<file path="config.mk">
export PLATFORM = sky130hd
export DESIGN_NAME = atan2fx_front
export DESIGN_NICKNAME = d
export VERILOG_FILES = /design/src/rtl/atan2fx_pkg.sv /design/src/rtl/atan2fx_front.sv
export SDC_FILE = /design/constraint.sdc
export NUM_CORES = 1
export LEC_CHECK = 0
export ABC_AREA = 0
export CORE_UTILIZATION = 55
export DETAILED_ROUTE_END_ITERATION = 8
export DONT_BUFFER_PORTS = 1
export PLACE_DENSITY = 0.71
export RECOVER_POWER = 25
export SETUP_SLACK_MARGIN = 0.05
export SYNTH_ARGS = -nofsm -noshare
export SYNTH_HDL_FRONTEND = slang
export SYNTH_SLANG_ARGS = --single-unit
</file>
<file path="constraint.sdc">
create_clock -name vclk -period 14.1
set_clock_uncertainty 0.05 [all_clocks]
set_input_delay 1.41 -clock vclk [all_inputs]
set_output_delay 1.41 -clock vclk [all_outputs]
set_load 0.005 [all_outputs]
</file>
<file path="src/rtl/atan2fx_pkg.sv">
// Shared constants, types and arithmetic helpers for the fixed-point atan2 core.
package atan2fx_pkg;

   localparam int COORD_WIDTH     = 24;
   localparam int ANGLE_FRAC_BITS = 29;
   localparam int ANGLE_WIDTH     = 32;

   localparam int QF      = 30;                 // internal fraction bits
   localparam int EXT_W   = COORD_WIDTH + 3;    // ratio numerator / denominator
   localparam int CMP_W   = COORD_WIDTH + 6;    // interval compare products
   localparam int QW      = 32;                 // internal Q2.30 word
   localparam int AW      = 34;                 // angle accumulation word
   localparam int QDEPTH  = 4;                  // front/back queue depth
   localparam int QPTR_W  = $clog2(QDEPTH);
   localparam int QCNT_W  = $clog2(QDEPTH + 1);
   localparam int POLY_STAGES = 8;
   localparam int ROUND_SH = QF - ANGLE_FRAC_BITS;

   // interval bounds on 16*|y| against k*|x|
   localparam int BOUND_HALF    = 7;
   localparam int BOUND_QUARTER = 11;
   localparam int BOUND_3HALF   = 19;
   localparam int BOUND_VERT    = 39;

   localparam logic signed [AW-1:0] Q30_ATAN_HALF  = 34'sd497837830;
   localparam logic signed [AW-1:0] Q30_QUARTER_PI = 34'sd843314857;
   localparam logic signed [AW-1:0] Q30_ATAN_3HALF = 34'sd1055266725;
   localparam logic signed [AW-1:0] Q30_HALF_PI    = 34'sd1686629713;
   localparam logic signed [AW-1:0] Q30_PI         = 34'sd3373259426;

   localparam logic signed [QW-1:0] POLY_COEF [11] = '{
      32'sd357913941, -32'sd214748365, 32'sd153391689, -32'sd119304639,
      32'sd97612639, -32'sd82590631, 32'sd71520334, -32'sd62623199,
      32'sd53385462, -32'sd39112111, 32'sd17382238
   };

   typedef enum logic [2:0] {
      REG_ZERO    = 3'd0,
      REG_HALF    = 3'd1,
      REG_QUARTER = 3'd2,
      REG_3HALF   = 3'd3,
      REG_VERT    = 3'd4
   } region_type;

   // word handed from the front end through the queue
   typedef struct packed {
      logic signed [EXT_W-1:0] num;
      logic [EXT_W-1:0]        den;
      region_type              region;
      logic                    nx;
      logic                    ny;
      logic                    undef;
   } front_word_type;

   // reduced ratio handed from the divider to the polynomial stages
   typedef struct packed {
      logic signed [QW-1:0] t;
      region_type           region;
      logic                 nx;
      logic                 ny;
      logic                 undef;
   } ratio_word_type;

   // Q30 product, rounded to nearest, ties away from zero
   function automatic logic signed [QW-1:0] qmul(input logic signed [QW-1:0] a,
                                                  input logic signed [QW-1:0] b);
      logic [QW-1:0]   ma;
      logic [QW-1:0]   mb;
      logic [2*QW-1:0] p;
      logic [QW-1:0]   r;
      ma = a[QW-1] ? (~a + QW'(1)) : a;
      mb = b[QW-1] ? (~b + QW'(1)) : b;
      p  = ma * mb + (2*QW)'(64'd1 << (QF - 1));
      r  = p[QF+QW-1:QF];
      return (a[QW-1] ^ b[QW-1]) ? signed'(~r + QW'(1)) : signed'(r);
   endfunction

   function automatic logic signed [AW-1:0] region_offset(input region_type rg);
      logic signed [AW-1:0] off;
      case (rg)
         REG_ZERO:    off = '0;
         REG_HALF:    off = Q30_ATAN_HALF;
         REG_QUARTER: off = Q30_QUARTER_PI;
         REG_3HALF:   off = Q30_ATAN_3HALF;
         REG_VERT:    off = Q30_HALF_PI;
         default:     off = '0;
      endcase
      return off;
   endfunction

endpackage

</file>
<file path="src/rtl/atan2fx_front.sv">
// Front end: folds coordinate signs and picks the reduction interval and ratio terms.
module atan2fx_front (
   input  logic signed [atan2fx_pkg::COORD_WIDTH-1:0] x_coord,
   input  logic signed [atan2fx_pkg::COORD_WIDTH-1:0] y_coord,
   output atan2fx_pkg::front_word_type                 word
);
   localparam int W  = atan2fx_pkg::COORD_WIDTH;
   localparam int EW = atan2fx_pkg::EXT_W;
   localparam int CW = atan2fx_pkg::CMP_W;

   logic [W-1:0]         ax;
   logic [W-1:0]         ay;
   logic [CW-1:0]        y16;
   logic signed [EW-1:0] sx;
   logic signed [EW-1:0] sy;
   logic signed [EW-1:0] num;
   logic signed [EW-1:0] den;
   atan2fx_pkg::region_type region;

   // most negative input maps to 2^(W-1) exactly in W unsigned bits
   assign ax  = x_coord[W-1] ? (~x_coord + W'(1)) : x_coord;
   assign ay  = y_coord[W-1] ? (~y_coord + W'(1)) : y_coord;
   assign y16 = CW'(ay) << 4;
   assign sx  = signed'(EW'(ax));
   assign sy  = signed'(EW'(ay));

   always_comb begin
      if (y16 < CW'(ax) * CW'(atan2fx_pkg::BOUND_VERT)) begin
         if (y16 < CW'(ax) * CW'(atan2fx_pkg::BOUND_HALF)) begin
            num    = sy;
            den    = sx;
            region = atan2fx_pkg::REG_ZERO;
         end else if (y16 < CW'(ax) * CW'(atan2fx_pkg::BOUND_QUARTER)) begin
            num    = (sy <<< 1) - sx;
            den    = (sx <<< 1) + sy;
            region = atan2fx_pkg::REG_HALF;
         end else if (y16 < CW'(ax) * CW'(atan2fx_pkg::BOUND_3HALF)) begin
            num    = sy - sx;
            den    = sx + sy;
            region = atan2fx_pkg::REG_QUARTER;
         end else begin
            num    = (sy <<< 1) - sx - (sx <<< 1);
            den    = (sx <<< 1) + sy + (sy <<< 1);
            region = atan2fx_pkg::REG_3HALF;
         end
      end else begin
         num    = -sx;
         den    = sy;
         region = atan2fx_pkg::REG_VERT;
      end
   end

   assign word.num    = num;
   assign word.den    = unsigned'(den);
   assign word.region = region;
   assign word.nx     = x_coord[W-1];
   assign word.ny     = y_coord[W-1];
   assign word.undef  = (ax == '0) && (ay == '0);

endmodule

</file>
==> parameters.txt <==
Parameter                              Value

Finish
  Seq cells ... 0
  Area added between synthesis and finish ... 3.491%
  Most common library cell in the layout ignoring fill and taps ... ha_1
  Sequential cell area in the final layout ... 0 sq um
  Highest-count cells in the layout ignoring fill and taps ... ha_1, inv_1, a21oi_1
  Clock buffer count in the final layout ... 0
  Final antenna diode count ... 0
  Share of cells above drive strength 1 ... 0.05360
  Final design area excluding fillers ... 21180 sq um
  Layout net count ... ~3300

Die
  Starting density of the core ... 0.5590
  Vertical extent of the die ... 194.9 microns
  Die span in x ... between 150 and 200 microns
  Die area ... between 30000 and 40000 sq um
  Standard cell core area ... 36610 sq um
  Cell Rows ... 70
  Number of placed I/O pins ... 108

Routing
  Average routed wire per standard cell ... 21.14 microns
  Detailed Route Iter0 Violations ... 1547
  Total detailed-routing wirelength ... between 60000 and 70000 microns
  Antenna-violating nets left ... 0
  Total DRC errors in the routed layout ... 0
  Total number of vias ... between 20000 and 25000
  Total iterations of the first detailed-routing run ... 7
  Vias per inst ... roughly 6.5

STA
  Final number of max-transition violations ... 0
  Hold_ws ... 2.770 ns
  Tightest Pin Transition ... 1.100 ns
  Worst rel slew slack ... 0.2622
  Number of endpoints failing setup at the final stage ... 0
  Minimum clock period ... around 13 ns
  Total negative setup slack ... 0 ns
  Worst Slack Setup Final ... between 1 and 1.5 ns
  Share of the clock period used by the worst path ... 0.9146
  Final count of hold timing violations ... 0
  Highest clock frequency the design can meet ... 0.07754 GHz
  Unrepaired setup endpoints after global routing ... no

Clocking
  Post-CTS resize count ... 0
  Hold buffers post-CTS ... 0
  Post-CTS Setup Repair Bufs ... 0

Hold path
  Worst hold path cell count ... 0
  Type of the worst min-delay path ... in -> out
  Endpoint, Worst Hold ... word[1]
  Worst Min Path Start ... y_coord[23]

Setup path
  Crit end category ... output port
  Arrival time of data at the critical path endpoint ... around 11 ns
  Worst path slowest cell ... clkinv_1
  Delay of the slowest cell on the worst path ... about 1.1 ns
  Required time at the worst-slack endpoint ... between 10 and 15 ns
  CP Launch Type ... primary input
  Critical Setup Path Class ... in -> out
  Worst-path maximum fanout ... 27

Power and ir drop
  Total net switching power ... ~2600 uW
  Power share of the sequential group ... 0
  Worst IR drop on VDD ... roughly 0.00011 V
  Power Internal ... 1716 uW
  Clock share of power ... 0
  Power per Cell Area ... just over 200 nW/um^2
  Switching share of power ... 0.6031
  Leak pwr ... 0.01026 uW
  Combinational cell fraction of total power ... 1.000

Placement
  Cell area after placement ... 21190 sq um
  Port buffer count ... 0
  HPWL after detailed placement ... ~56000 microns
  Placer congestion estimate ... approximately 1
  Pre-CTS setup slack ... about 1.6 ns

Yosys
  Total nets after synthesis ... around 3300
  Total number of yosys warnings ... 0
  Post-synth cell types ... 110
  Post-Syn Instances ... 2794
  Sequential element share of the synthesized area ... 0
  Top cell type by total area after synthesis ... ha_1
  Combined area of all synthesized cells ... approximately 20000 sq um
  Ranking of synthesized cells by area ... ha_1, xnor2_1, fa_1
  Top cell type's share of synthesized area ... 0.2507
  Syn avg cell area ... 7.324 sq um

Global routing
  Maximum number of pins on one net before global-route repair ... 64
  Via count of the first global-routing pass ... ~20000
  Number of antenna violations at the first check in global routing ... 0
  Global-route wire length before repair ... ~110000 microns
  Global router's overall resource usage ... 0.3550
  Global-route congestion overflow total ... 0

Run
  Max-cap viol count ... 0

Run status
  Outcome ... finished clean
-- worst max-delay path, delay by kind of cell --
kind | cells | cell delay, ns
buf+inv | 6 | 2.31
xor+xnor | 2 | 0.92
fa+ha+maj | 5 | 1.80
simple gates | 5 | 1.16
compound gates | 17 | 3.79
-- per-layer routing --
metal	wire (microns)	vias to the layer above	track usage
li1	-	9870	-
met1	30060	10000	0.4831
met2	30480	884	0.5866
met3	5588	137	0.04060
met4	2130	0	0.1038
met5	0	-	0
-- metrics by stage --
stage | cells | util | power [uW]
finish | 3229 | 0.5785 | 4322
global placement | 3229 | 0.5789 | 4139
floorplan | 2794 | - | 3197
CTS | 3229 | 0.5789 | 4264
detailed placement | 3229 | 0.5789 | 4237
global route | 3229 | 0.5785 | 4788
-- area by class of cell --
class | instances | area, sq um
fillers | 3445 | 15430
inverters | 361 | 1355
multi-input cells | 2350 | 18850
well taps | 468 | 585.6
repair buffers | 50 | 387.9
-- Yosys cell counts, drive strengths merged, types with 9 or more instances --
| library cell | count |
|---|---|
| fa | 80 |
| or4 | 14 |
| nand2b | 47 |
| a211o | 13 |
| o21bai | 39 |
| clkbuf | 65 |
| inv | 356 |
| o41ai | 15 |
| nor3 | 83 |
| o31a | 9 |
| or3 | 23 |
| o21a | 36 |
| and3 | 21 |
| a31o | 9 |
| nand3 | 57 |
| xnor2 | 193 |
| ha | 410 |
| o21ai | 190 |
| and2 | 12 |
| mux2i | 18 |
| a21boi | 13 |
| a21o | 78 |
| a21oi | 208 |
| nor2 | 172 |
| o31ai | 30 |
| nor4 | 10 |
| a31oi | 34 |
| nand2 | 169 |
| nor2b | 30 |
| xor2 | 92 |
| nand4 | 23 |
| o211ai | 41 |
| or2 | 19 |
| buf | 18 |
| a211oi | 27 |
-- power by group through the flow --
stage	registers, uW	clock network (uW)	logic (uW)
after floorplan	0	0	3200
after global placement	0	0	4140
after detailed placement	0	0	4240
after CTS	0	0	4260
after global routing	0	0	4790
final	0	0	4320
-- kinds of logic (layout without fill, tap and decap cells) --
logic type | count (synthesis) | in the layout | synth area share
adders and majority gates | 496 | 496 | 0.3319
AOI/OAI and AO/OA | 838 | 838 | 0.2745
and+or+nand+nor | 705 | 705 | 0.1709
muxes | 23 | 23 | 0.01156
xor gates and xnor gates | 288 | 288 | 0.1282
buffers and inverters | 444 | 411 | 0.08297
-- worst max path at each step --
| stage | startpoint | end | slack, ns | depth (start not counted) |
|---|---|---|---|---|
| 2_1_floorplan | x_coord[5] | word[29] | 3.34 | 27 |
| 3_3_place_gp | x_coord[0] | word[55] | 1.84 | 36 |
| 3_5_place_dp | x_coord[0] | word[45] | 1.55 | 37 |
| 4_1_cts | x_coord[0] | word[45] | 1.51 | 37 |
| 5_1_grt | x_coord[0] | word[39] | 0.41 | 35 |
| 6_report | x_coord[0] | word[46] | 1.20 | 35 |
Note: power is estimated with default switching activity, not from simulation.
