<file path="config.mk">
export PLATFORM = sky130hd
export DESIGN_NAME = atan2fx_queue
export DESIGN_NICKNAME = d
export VERILOG_FILES = /design/src/rtl/atan2fx_pkg.sv /design/src/rtl/atan2fx_queue.sv
export SDC_FILE = /design/constraint.sdc
export NUM_CORES = 1
export LEC_CHECK = 0
export ABC_AREA = 1
export BUFFER_PORTS_ARGS = -buffer_cell sky130_fd_sc_hd__buf_2
export CAP_MARGIN = 10
export CORE_MARGIN = 8
export CORE_UTILIZATION = 50
export DETAILED_ROUTE_END_ITERATION = 7
export PLACE_DENSITY = 0.7
export SYNTH_ARGS = -nofsm -noshare
export SYNTH_HDL_FRONTEND = slang
export SYNTH_SLANG_ARGS = --single-unit
</file>
<file path="constraint.sdc">
create_clock -name clock -period 3.4 [get_ports clock]
set_input_delay 0.17 -clock clock [delete_from_list [all_inputs] [get_ports clock]]
set_output_delay 0.17 -clock clock [all_outputs]
set_load 0.01 [all_outputs]
</file>
<file path="src/rtl/atan2fx_pkg.sv">
// Shared constants, types and arithmetic helpers for the fixed-point atan2 core.
package atan2fx_pkg;

   localparam int COORD_WIDTH     = 24;
   localparam int ANGLE_FRAC_BITS = 29;
   localparam int ANGLE_WIDTH     = 32;

   localparam int QF      = 30;                 // internal fraction bits
   localparam int EXT_W   = COORD_WIDTH + 3;    // ratio numerator / denominator
   localparam int CMP_W   = COORD_WIDTH + 6;    // interval compare products
   localparam int QW      = 32;                 // internal Q2.30 word
   localparam int AW      = 34;                 // angle accumulation word
   localparam int QDEPTH  = 4;                  // front/back queue depth
   localparam int QPTR_W  = $clog2(QDEPTH);
   localparam int QCNT_W  = $clog2(QDEPTH + 1);
   localparam int POLY_STAGES = 8;
   localparam int ROUND_SH = QF - ANGLE_FRAC_BITS;

   // interval bounds on 16*|y| against k*|x|
   localparam int BOUND_HALF    = 7;
   localparam int BOUND_QUARTER = 11;
   localparam int BOUND_3HALF   = 19;
   localparam int BOUND_VERT    = 39;

   localparam logic signed [AW-1:0] Q30_ATAN_HALF  = 34'sd497837830;
   localparam logic signed [AW-1:0] Q30_QUARTER_PI = 34'sd843314857;
   localparam logic signed [AW-1:0] Q30_ATAN_3HALF = 34'sd1055266725;
   localparam logic signed [AW-1:0] Q30_HALF_PI    = 34'sd1686629713;
   localparam logic signed [AW-1:0] Q30_PI         = 34'sd3373259426;

   localparam logic signed [QW-1:0] POLY_COEF [11] = '{
      32'sd357913941, -32'sd214748365, 32'sd153391689, -32'sd119304639,
      32'sd97612639, -32'sd82590631, 32'sd71520334, -32'sd62623199,
      32'sd53385462, -32'sd39112111, 32'sd17382238
   };

   typedef enum logic [2:0] {
      REG_ZERO    = 3'd0,
      REG_HALF    = 3'd1,
      REG_QUARTER = 3'd2,
      REG_3HALF   = 3'd3,
      REG_VERT    = 3'd4
   } region_type;

   // word handed from the front end through the queue
   typedef struct packed {
      logic signed [EXT_W-1:0] num;
      logic [EXT_W-1:0]        den;
      region_type              region;
      logic                    nx;
      logic                    ny;
      logic                    undef;
   } front_word_type;

   // reduced ratio handed from the divider to the polynomial stages
   typedef struct packed {
      logic signed [QW-1:0] t;
      region_type           region;
      logic                 nx;
      logic                 ny;
      logic                 undef;
   } ratio_word_type;

   // Q30 product, rounded to nearest, ties away from zero
   function automatic logic signed [QW-1:0] qmul(input logic signed [QW-1:0] a,
                                                  input logic signed [QW-1:0] b);
      logic [QW-1:0]   ma;
      logic [QW-1:0]   mb;
      logic [2*QW-1:0] p;
      logic [QW-1:0]   r;
      ma = a[QW-1] ? (~a + QW'(1)) : a;
      mb = b[QW-1] ? (~b + QW'(1)) : b;
      p  = ma * mb + (2*QW)'(64'd1 << (QF - 1));
      r  = p[QF+QW-1:QF];
      return (a[QW-1] ^ b[QW-1]) ? signed'(~r + QW'(1)) : signed'(r);
   endfunction

   function automatic logic signed [AW-1:0] region_offset(input region_type rg);
      logic signed [AW-1:0] off;
      case (rg)
         REG_ZERO:    off = '0;
         REG_HALF:    off = Q30_ATAN_HALF;
         REG_QUARTER: off = Q30_QUARTER_PI;
         REG_3HALF:   off = Q30_ATAN_3HALF;
         REG_VERT:    off = Q30_HALF_PI;
         default:     off = '0;
      endcase
      return off;
   endfunction

endpackage

</file>
<file path="src/rtl/atan2fx_queue.sv">
// Short register queue between the front end and the arithmetic pipeline.
module atan2fx_queue (
   input  logic                        clock,
   input  logic                        reset,
   input  logic                        push,
   input  atan2fx_pkg::front_word_type push_word,
   input  logic                        pop,
   output atan2fx_pkg::front_word_type head_word,
   output logic                        not_empty,
   output logic                        not_full
);
   localparam int PW = atan2fx_pkg::QPTR_W;
   localparam int CW = atan2fx_pkg::QCNT_W;

   atan2fx_pkg::front_word_type slot_ff [atan2fx_pkg::QDEPTH];
   logic [PW-1:0] wr_ptr_ff, wr_ptr_in;
   logic [PW-1:0] rd_ptr_ff, rd_ptr_in;
   logic [CW-1:0] count_ff, count_in;

   assign not_empty = (count_ff != '0);
   assign not_full  = (count_ff != CW'(atan2fx_pkg::QDEPTH));
   assign head_word = slot_ff[rd_ptr_ff];

   always_comb begin
      wr_ptr_in = push ? wr_ptr_ff + PW'(1) : wr_ptr_ff;
      rd_ptr_in = pop ? rd_ptr_ff + PW'(1) : rd_ptr_ff;
      count_in  = count_ff + CW'(push) - CW'(pop);
   end

   always_ff @(posedge clock) begin
      if (reset) begin
         wr_ptr_ff <= '0;
         rd_ptr_ff <= '0;
         count_ff  <= '0;
      end else begin
         wr_ptr_ff <= wr_ptr_in;
         rd_ptr_ff <= rd_ptr_in;
         count_ff  <= count_in;
      end
   end

   always_ff @(posedge clock) begin
      if (push) begin
         slot_ff[wr_ptr_ff] <= push_word;
      end
   end

endmodule

</file>
==> results of run 1 <==
[Yosys cell counts]
| master | number |
|---|---|
| a21oi_1 | 46 |
| a21oi_2 | 20 |
| buf_12 | 2 |
| buf_2 | 17 |
| buf_4 | 2 |
| buf_6 | 15 |
| clkbuf_1 | 2 |
| clkbuf_4 | 2 |
| dfxtp_1 | 9 |
| edfxtp_1 | 240 |
| fa_1 | 1 |
| ha_1 | 6 |
| inv_1 | 135 |
| nand2_1 | 128 |
| nand3_1 | 3 |
| nor2_1 | 3 |
| o211ai_1 | 40 |
| o211ai_2 | 20 |
| o21ai_0 | 44 |
| o21ai_1 | 20 |
[what timing repair did]
| action | CTS | global route |
|---|---|---|
| resized for setup | 0 | 0 |
| endpoints found under the hold margin | 246 | 0 |
| hold buffers | 62 | 0 |
[worst min path at each step]
| stage | cells past startpoint | from | to | slack [ns] |
|---|---|---|---|---|
| floorplan | 1 | reset | count_ff[1] | 0.24 |
| global placement | 2 | reset | count_ff[1] | 0.36 |
| detailed placement | 2 | reset | count_ff[1] | 0.37 |
| CTS | 3 | push | wr_ptr_ff[0] | 0.04 |
| global route | 3 | push | wr_ptr_ff[0] | 0.05 |
| finish | 3 | push | wr_ptr_ff[0] | 0.06 |
[sequential cells by signal, summed over array words and instances, names as in the netlist, named ones only]
| name | cells |
|---|---|
| rd_ptr_ff | 2 |
| count_ff | 3 |
| wr_ptr_ff | 2 |
| slot_ff | 240 |
[layer usage]
layer / routed length, µm / up-vias / track usage (%)
met2: 9110 / 157 / 25.3
met5: 0 / - / 0
met4: 298 / 0 / 4.00
met3: 1310 / 22 / 3.55
li1: - / 2992 / -
met1: 8440 / 2849 / 19.1
[kinds of logic after synthesis]
| kind of cell | count (synthesis) | synth area share [%] |
|---|---|---|
| AND/OR/NAND/NOR | 134 | 5.02 |
| adder cells (fa/ha/maj) | 7 | 0.941 |
| flip-flops | 249 | 73.1 |
| AO/OA/AOI/OAI | 190 | 12.6 |
| buffers and inverters | 175 | 8.30 |
[worst register-to-register path: stages (launching register included)]
cell and delay, ns:
dfxtp_1 0.33, inv_1 0.12, ha_1 0.17, nand2_1 0.06, inv_2 0.55, buf_4 0.40
[area by class of cell]
type	count	area share, %
antenna	1	0.0203
tap	270	2.74
clock inverter	17	1.70
clock buffer	28	5.16
timing repair buffer	197	11.2
inverter	135	4.10
sequential	249	59.9
multi-input combinational	331	15.2
[through the flow]
stage,worst slack [ns],instances
final,0.957,1228
after detailed placement,1.41,1120
after global placement,1.47,1120
after floorplan,1.23,755
after CTS,0.948,1227
after global routing,0.775,1228
[power groups by stage]
stage / Sequential (W) / Clock, W / Combinational [W]
floorplan: 0.00361 / 0 / 0.000428
global placement: 0.00363 / 0 / 0.000635
detailed placement: 0.00364 / 0 / 0.000651
CTS: 0.00357 / 0.00286 / 0.000710
global route: 0.00358 / 0.00298 / 0.000779
finish: 0.00357 / 0.00280 / 0.000698
==> flow_summary.ini, run 1 <==
[floorplan]
start_util_pct = 50.4
fp.dieW_um = 158
pin_count = 126
fp.dieArea_um2 = 25000
fp-row-count = 52
core_area_um2 = 20000
fp.dieH_um = 158

[critical_path]
r2r_end = slot_ff[2][6]
worstPathArrival_ns = 2.27
ff2ff_path_depth = 5
path_depth = 5
worstPathRequired_ns = 3.23
slowest_delay_ns = 0.76
path_cells = buf_12 -> a21oi_1 -> o21ai_0 -> nand2_1 -> buf_2
endpoint = head_word[25]
cp-start-kind = flip-flop
cp_top_family = flip-flops
crit_fanout = 92
slowest_stage = dfxtp_4
endpoint_kind = output pin
path_class = flip-flop to output pin
r2r-start = wr_ptr_ff[0]
worst-path-buf-inv = 2
reg2reg_slack_ns = 1.45

[placed_design]
port_buffers = 125
postPlaceCellArea_um2 = 10900
dp_hpwl_um = 11500
gp_congestion = 0.710

[sta]
setup_viol = 0
rsz0062_at_grt = no
final_max_slew_viol_count = 0
fin_crit_sh_pct = 71.8
skew_ns = 0.00650
max_freq_ghz = 0.409
relSlewSlack_pct = 50.3
worstMarginPinSlew_ns = 0.744
fin_crit_ns = 2.44
hold_viol = 0
fin_setup_tns_ns = 0
whs_ns = 0.0642

[drt]
finalWirelength_um = 19200
first_pass_iters = 4
route.detailed.drc = 0
ant_nets = 0
first_iter_violations = 424
vias = 6020
viasPerCell = 4.90
wl_per_cell_um = 15.6

[layout]
nNetsFinal = 1010
fillers = 1534
fin_util_pct = 61.6
register_area_um2 = 7390
layout_common_cells = edfxtp_1 (240), inv_1 (131), nand2_1 (128)
layout_commonest_cell = edfxtp_1
area_growth_pct = 22.2
multi_input_area_um2 = 1880
drive_above_1_share_pct = 23.1
final_area_um2 = 12400

[logic_synthesis]
syn_inst = 755
syn_area_per_cell_um2 = 13.4
syn_area_um2 = 10100
synth.distinct_cells = 20
ys_warn_count = 0
synth_top_area_share_pct = 71.3
synth_seq_cells = 249
synthesis.nets = 826
yosysSeqAreaShare_pct = 73.1
synth_top_cell_by_area = edfxtp_1
synth_area_leaders = edfxtp_1 (71%), inv_1 (5.0%), nand2_1 (4.8%)

[grt]
grt_max_degree = 93
grt_use_total_pct = 15.0
grt_overflow = 0
grt_pass1_vias = 5922
grt_pass1_wl_um = 29600
antenna_found_initial = 1

[clocking]
path_clk_slew_ns = 0.06
post_cts_buffers = 0
insertion_delay_ns = 0.50
cts_num_sinks = 249
cts_buffers = 25
h-tree-depth = 1
clock-root-buffer = clkbuf_16
cts_tree = done
clockBufferDepth = 3

[status]
outcome = complete, no violations

[pwr]
p_switching_w = 0.00156
leakage_nw = 4.83
max-vdd-ir-drop_v = 0.000405
power.internal_w = 0.00551
combPwrFrac_pct = 9.9
p_per_area_nw_per_um2 = 572
switching_share_pct = 22.1
power_frac_clock_pct = 39.6
report.power.total_w = 0.00707
seqPwrFrac_pct = 50.5

[worst_hold_path]
hp-class = input pin to flip-flop

[job]
cap_violations = 0
Power figures use the tool's default switching activity.
==> run 2, diff against run 1 <==
- PLACE_DENSITY: 0.7 -> 0.73
- clock period: 3.4 -> 2.2 ns (I/O delays scaled with it)
==> run 2 against run 1 <==
Clock-buffer cell count increased by 9. Cell count increased by 0.81%. Sequential power increased by 54%. Global-route usage about the same. Register-to-register slack got worse by 0.84 ns. Routed wire length decreased by 2.4%. Clock skew about the same. Setup slack got worse by 0.77 ns. Cell area increased by 0.43%. Die area unchanged. Clock power increased by 38%. Flip-flop and latch count unchanged. Critical path type unchanged. Largest cell class unchanged.
==> flow_summary.ini, run 2 (synthesized netlist as in run 1, its figures left out) <==
[worst_hold_path]
hp-class = input pin to flip-flop

[sta]
final_max_slew_viol_count = 0
fin_setup_tns_ns = 0
skew_ns = 0.00675
fin_crit_ns = 2.01
max_freq_ghz = 0.497
fin_crit_sh_pct = 91.5
relSlewSlack_pct = 70.9
rsz0062_at_grt = no
setup_viol = 0
hold_viol = 0
worstMarginPinSlew_ns = 0.436
worst_slack_ns = 0.188

[pwr]
p_per_area_nw_per_um2 = 845
p_switching_w = 0.00237
max-vdd-ir-drop_v = 0.000582
leakage_nw = 4.86
power.internal_w = 0.00811
combPwrFrac_pct = 10.8
power_frac_clock_pct = 36.8
seqPwrFrac_pct = 52.4
switching_share_pct = 22.6

[critical_path]
reg2reg_slack_ns = 0.61
endpoint_kind = output pin
cp_top_family = buffers and inverters
ff2ff_path_depth = 8
r2r-start = count_ff[0]
endpoint = head_word[30]
path_cells = buf_12 -> a21oi_1 -> o21ai_0 -> nand2_1 -> buf_2
worstPathRequired_ns = 2.09
worst-path-buf-inv = 2
worstPathArrival_ns = 1.90
path_class = flip-flop to output pin
r2r_end = count_ff[2]
crit_fanout = 96
path_depth = 5
slowest_stage = dfxtp_4
slowest_delay_ns = 0.50
cp-start-kind = flip-flop

[layout]
area_growth_pct = 22.8
layout_common_cells = edfxtp_1 (240), inv_1 (131), nand2_1 (128)
drive_above_1_share_pct = 23.2
layout_commonest_cell = edfxtp_1
largest_register = slot_ff
reg_top3 = slot_ff (240), count_ff (3)
nNetsFinal = 1021
diodes = 0
fillers = 1535
largest_reg_flops = 240

[floorplan]
fp-row-count = 52
core_area_um2 = 20000
start_util_pct = 50.4
pin_count = 126
fp.dieH_um = 158
fp.dieArea_um2 = 25000
fp.dieW_um = 158

[job]
cap_violations = 0

[clocking]
path_clk_slew_ns = 0.06
h-tree-depth = 1
insertion_delay_ns = 0.50
cts_num_sinks = 249
post_cts_buffers = 0
clockBufferDepth = 3
clock-root-buffer = clkbuf_16
cts_tree = done
cts_buffers = 25

[status]
outcome = complete, no violations

[grt]
grt_overflow = 0
grt_pass1_wl_um = 29900
grt_pass1_vias = 5919
antenna_found_initial = 0
grt_use_total_pct = 15.0
grt_max_degree = 97

[drt]
finalWirelength_um = 18700
wl_per_cell_um = 15.1
route.detailed.drc = 0
first_iter_violations = 308
viasPerCell = 4.85
vias = 6002
ant_nets = 0
first_pass_iters = 4

[placed_design]
gp_congestion = 0.725
dp_hpwl_um = 11000
port_buffers = 125
dp_slack_ns = 0.633
[run 2: layout make-up]
cell class / instances / area (µm²) / share of cell area (%)
tap: 270 / 338 / 2.72
sequential: 249 / 7390 / 59.6
inverter: 135 / 507 / 4.09
timing repair buffer: 208 / 1530 / 12.3
multi-input combinational: 331 / 1880 / 15.1
clock buffer: 37 / 711 / 5.73
clock inverter: 8 / 43.8 / 0.353
[run 2: worst min-delay path by stage]
| stage | startpoint | endpoint | depth (start not counted) |
|---|---|---|---|
| 2_1_floorplan | reset | count_ff[1] | 1 |
| 3_3_place_gp | reset | count_ff[1] | 2 |
| 3_5_place_dp | reset | count_ff[0] | 2 |
| 4_1_cts | reset | count_ff[1] | 3 |
| 5_1_grt | push_word[40] | slot_ff[2][40] | 2 |
| 6_report | reset | count_ff[1] | 3 |
[run 2: repair_timing]
action                                 4_1_cts  5_1_grt
hold buffers                                63        0
gates resized for setup                      0        0
endpoints found under the hold margin      249        0
[run 2: through the flow]
step | hold slack, ns | power [W] | std cells | cell area [µm²] | utilization [%]
floorplan | 0.177 | 0.00623 | 755 | 10100 | -
global placement | 0.300 | 0.00662 | 1130 | 11000 | 55.0
detailed placement | 0.312 | 0.00665 | 1130 | 11000 | 55.0
CTS | 0.319 | 0.0106 | 1238 | 12400 | 61.9
global route | 0.346 | 0.0109 | 1238 | 12400 | 61.9
finish | 0.345 | 0.0105 | 1238 | 12400 | 61.9
[run 2: tightest hold or removal path: cells and delay by family]
kind	cells	cell delay, ns
and+or+nand+nor	1	0.04
buffers and inverters	2	0.66
[run 2: per-layer routing]
metal | track usage [%] | routed length (µm) | up-vias
met1 | 19.1 | 8160 | 2834
met4 | 3.37 | 233 | 0
met5 | 0 | 0 | -
met2 | 26.1 | 9260 | 135
met3 | 2.92 | 1060 | 22
li1 | - | - | 3011
[run 2: power groups by stage]
stage / clock network, W / logic, W / registers (W)
finish: 0.00386 / 0.00114 / 0.00549
global placement: 0 / 0.00104 / 0.00558
global route: 0.00413 / 0.00127 / 0.00550
detailed placement: 0 / 0.00107 / 0.00558
floorplan: 0 / 0.000661 / 0.00557
CTS: 0.00393 / 0.00116 / 0.00548
==> run 3, diff against run 2 <==
==> constraint.sdc (replaced) <==
create_clock -name clock -period 2.2 [get_ports clock]
set_input_delay 0.44 -clock clock [delete_from_list [all_inputs] [get_ports clock]]
set_output_delay 0.44 -clock clock [all_outputs]
set_load 0.01 [all_outputs]
==> run 3 against run 2 <==
Global-route usage down 0.058 points. Register-to-register slack better by 0.03 ns. Setup slack lost 0.14 ns. Flip-flop and latch count did not move. Cell area down 4.4%. Die area unchanged. Critical path type unchanged. Critical endpoint is now head_word[16]. Largest power group unchanged.
==> flow_summary.ini, run 3 (synthesized netlist as in run 1, its figures left out) <==
[pwr]
leakage_nw = 4.64
p_per_area_nw_per_um2 = 894
max-vdd-ir-drop_v = 0.000591

[drt]
route.detailed.drc = 0
viasPerCell = 4.88
wl_per_cell_um = 16.0
vias = 5761
first_pass_iters = 4
ant_nets = 0
finalWirelength_um = 18900
first_iter_violations = 409

[clocking]
cts_buffers = 25
clock-root-buffer = clkbuf_16
insertion_delay_ns = 0.51
hold_buffers = 0
cts_num_sinks = 249
path_clk_slew_ns = 0.06
cts_tree = done
clockBufferDepth = 3
h-tree-depth = 1

[placed_design]
place_inst = 1131
port_buffers = 125
dp_hpwl_um = 11400
gp_congestion = 0.719

[sta]
worstMarginPinSlew_ns = 0.478
max_freq_ghz = 0.465
fin_crit_sh_pct = 97.8
skew_ns = 0.0109
whs_ns = 0.131
final_max_slew_viol_count = 0
rsz0062_at_grt = yes
fin_setup_tns_ns = 0
hold_viol = 0
setup_viol = 0
fin_crit_ns = 2.15
relSlewSlack_pct = 68.2

[worst_hold_path]
hp-class = input pin to flip-flop

[grt]
grt_overflow = 0
grt_max_degree = 51
grt_use_total_pct = 15.0
antenna_found_initial = 1
grt_pass1_vias = 5920
grt_pass1_wl_um = 29500

[layout]
area_growth_pct = 17.3
fillers = 1586
nNetsFinal = 962
largest_reg_flops = 240
largest_register = slot_ff
final_cell_count_no_fill = 1180
layout_commonest_cell = edfxtp_1
reg_top3 = slot_ff (240), count_ff (3)
layout_common_cells = edfxtp_1 (240), inv_1 (131), nand2_1 (128)
drive_above_1_share_pct = 25.6

[floorplan]
start_util_pct = 50.4
fp.dieW_um = 158
fp.dieArea_um2 = 25000
pin_count = 126
fp.dieH_um = 158
core_area_um2 = 20000
fp-row-count = 52

[status]
outcome = complete, no violations

[critical_path]
path_cells = buf_12 -> buf_4 -> a21oi_1 -> o21ai_0 -> nand2_1 -> buf_2
reg2reg_slack_ns = 0.64
slowest_delay_ns = 0.37
crit_fanout = 17
slowest_stage = dfxtp_4
worstPathArrival_ns = 1.71
cp-start-kind = flip-flop
worstPathRequired_ns = 1.76
path_class = flip-flop to output pin
endpoint_kind = output pin

[job]
cap_violations = 0
## run 3: cell count changes in the layout (fill, tap and decap cells not counted), moves of 2 or more
cell,change
dlygate4sd3_1,-63
clkbuf_1,-4
buf_4,+3
clkinv_2,+3
bufinv_16,+2
inv_6,-2
## run 3: cell type report
class	count	area, µm²	area share (%)
flip-flops and latches	249	7390	62.4
multi-input cells	331	1880	15.9
repair buffers	149	935	7.89
clock buffers	32	682	5.75
inverters	135	507	4.28
well taps	270	338	2.85
clock inverters	13	113	0.950
diodes	1	2.50	0.0211
## run 3: final timing paths
check,endpoint,from,depth (start not counted)
worst max register to register,count_ff[2],count_ff[0],8
worst min register to register,rd_ptr_ff[1],rd_ptr_ff[1],2
worst min-delay path,count_ff[1],reset,2
worst max-delay path,head_word[16],flip-flop,6
## run 3: repair_timing
item / 4_1_cts / 5_1_grt
pin swaps: 0 / 0
gates resized for setup: 0 / 3
setup endpoints to repair: 54 / 20
gates cloned: 0 / 0
buffers inserted: 3 / 0
## run 3: layer usage
| metal | share of wire [%] | routed length, µm | GRT usage [%] |
|---|---|---|---|
| met1 | 43 | 8140 | 18.1 |
| met2 | 50 | 9520 | 26.7 |
| met3 | 5.2 | 985 | 2.76 |
| met4 | 1.2 | 232 | 4.49 |
| met5 | 0 | 0 | 0 |
## run 3: where the power goes
group | internal [W] | leakage, nW | switching [W] | total, W
Combinational | 0.000392 | 1.96 | 0.000679 | 0.00107
Clock | 0.00241 | 0.393 | 0.00163 | 0.00404
Sequential | 0.00542 | 2.28 | 0.0000645 | 0.00549
## run 3: stage by stage
step / instance area, µm² / setup slack [ns] / total power (W) / util (%)
floorplan: 10100 / 0.0295 / 0.00623 / -
global placement: 11000 / 0.448 / 0.00662 / 54.9
detailed placement: 11000 / 0.418 / 0.00666 / 54.9
CTS: 11800 / 0.0125 / 0.0107 / 59.1
global route: 11900 / -0.0432 / 0.0110 / 59.1
finish: 11900 / 0.0489 / 0.0106 / 59.1
## run 3: critical path: cells and delay by family (launching register included)
kind                   cells  cell delay, ns
AO/OA/AOI/OAI              2            0.30
buffers and inverters      3            0.46
flip-flops                 1            0.37
AND/OR/NAND/NOR            1            0.08
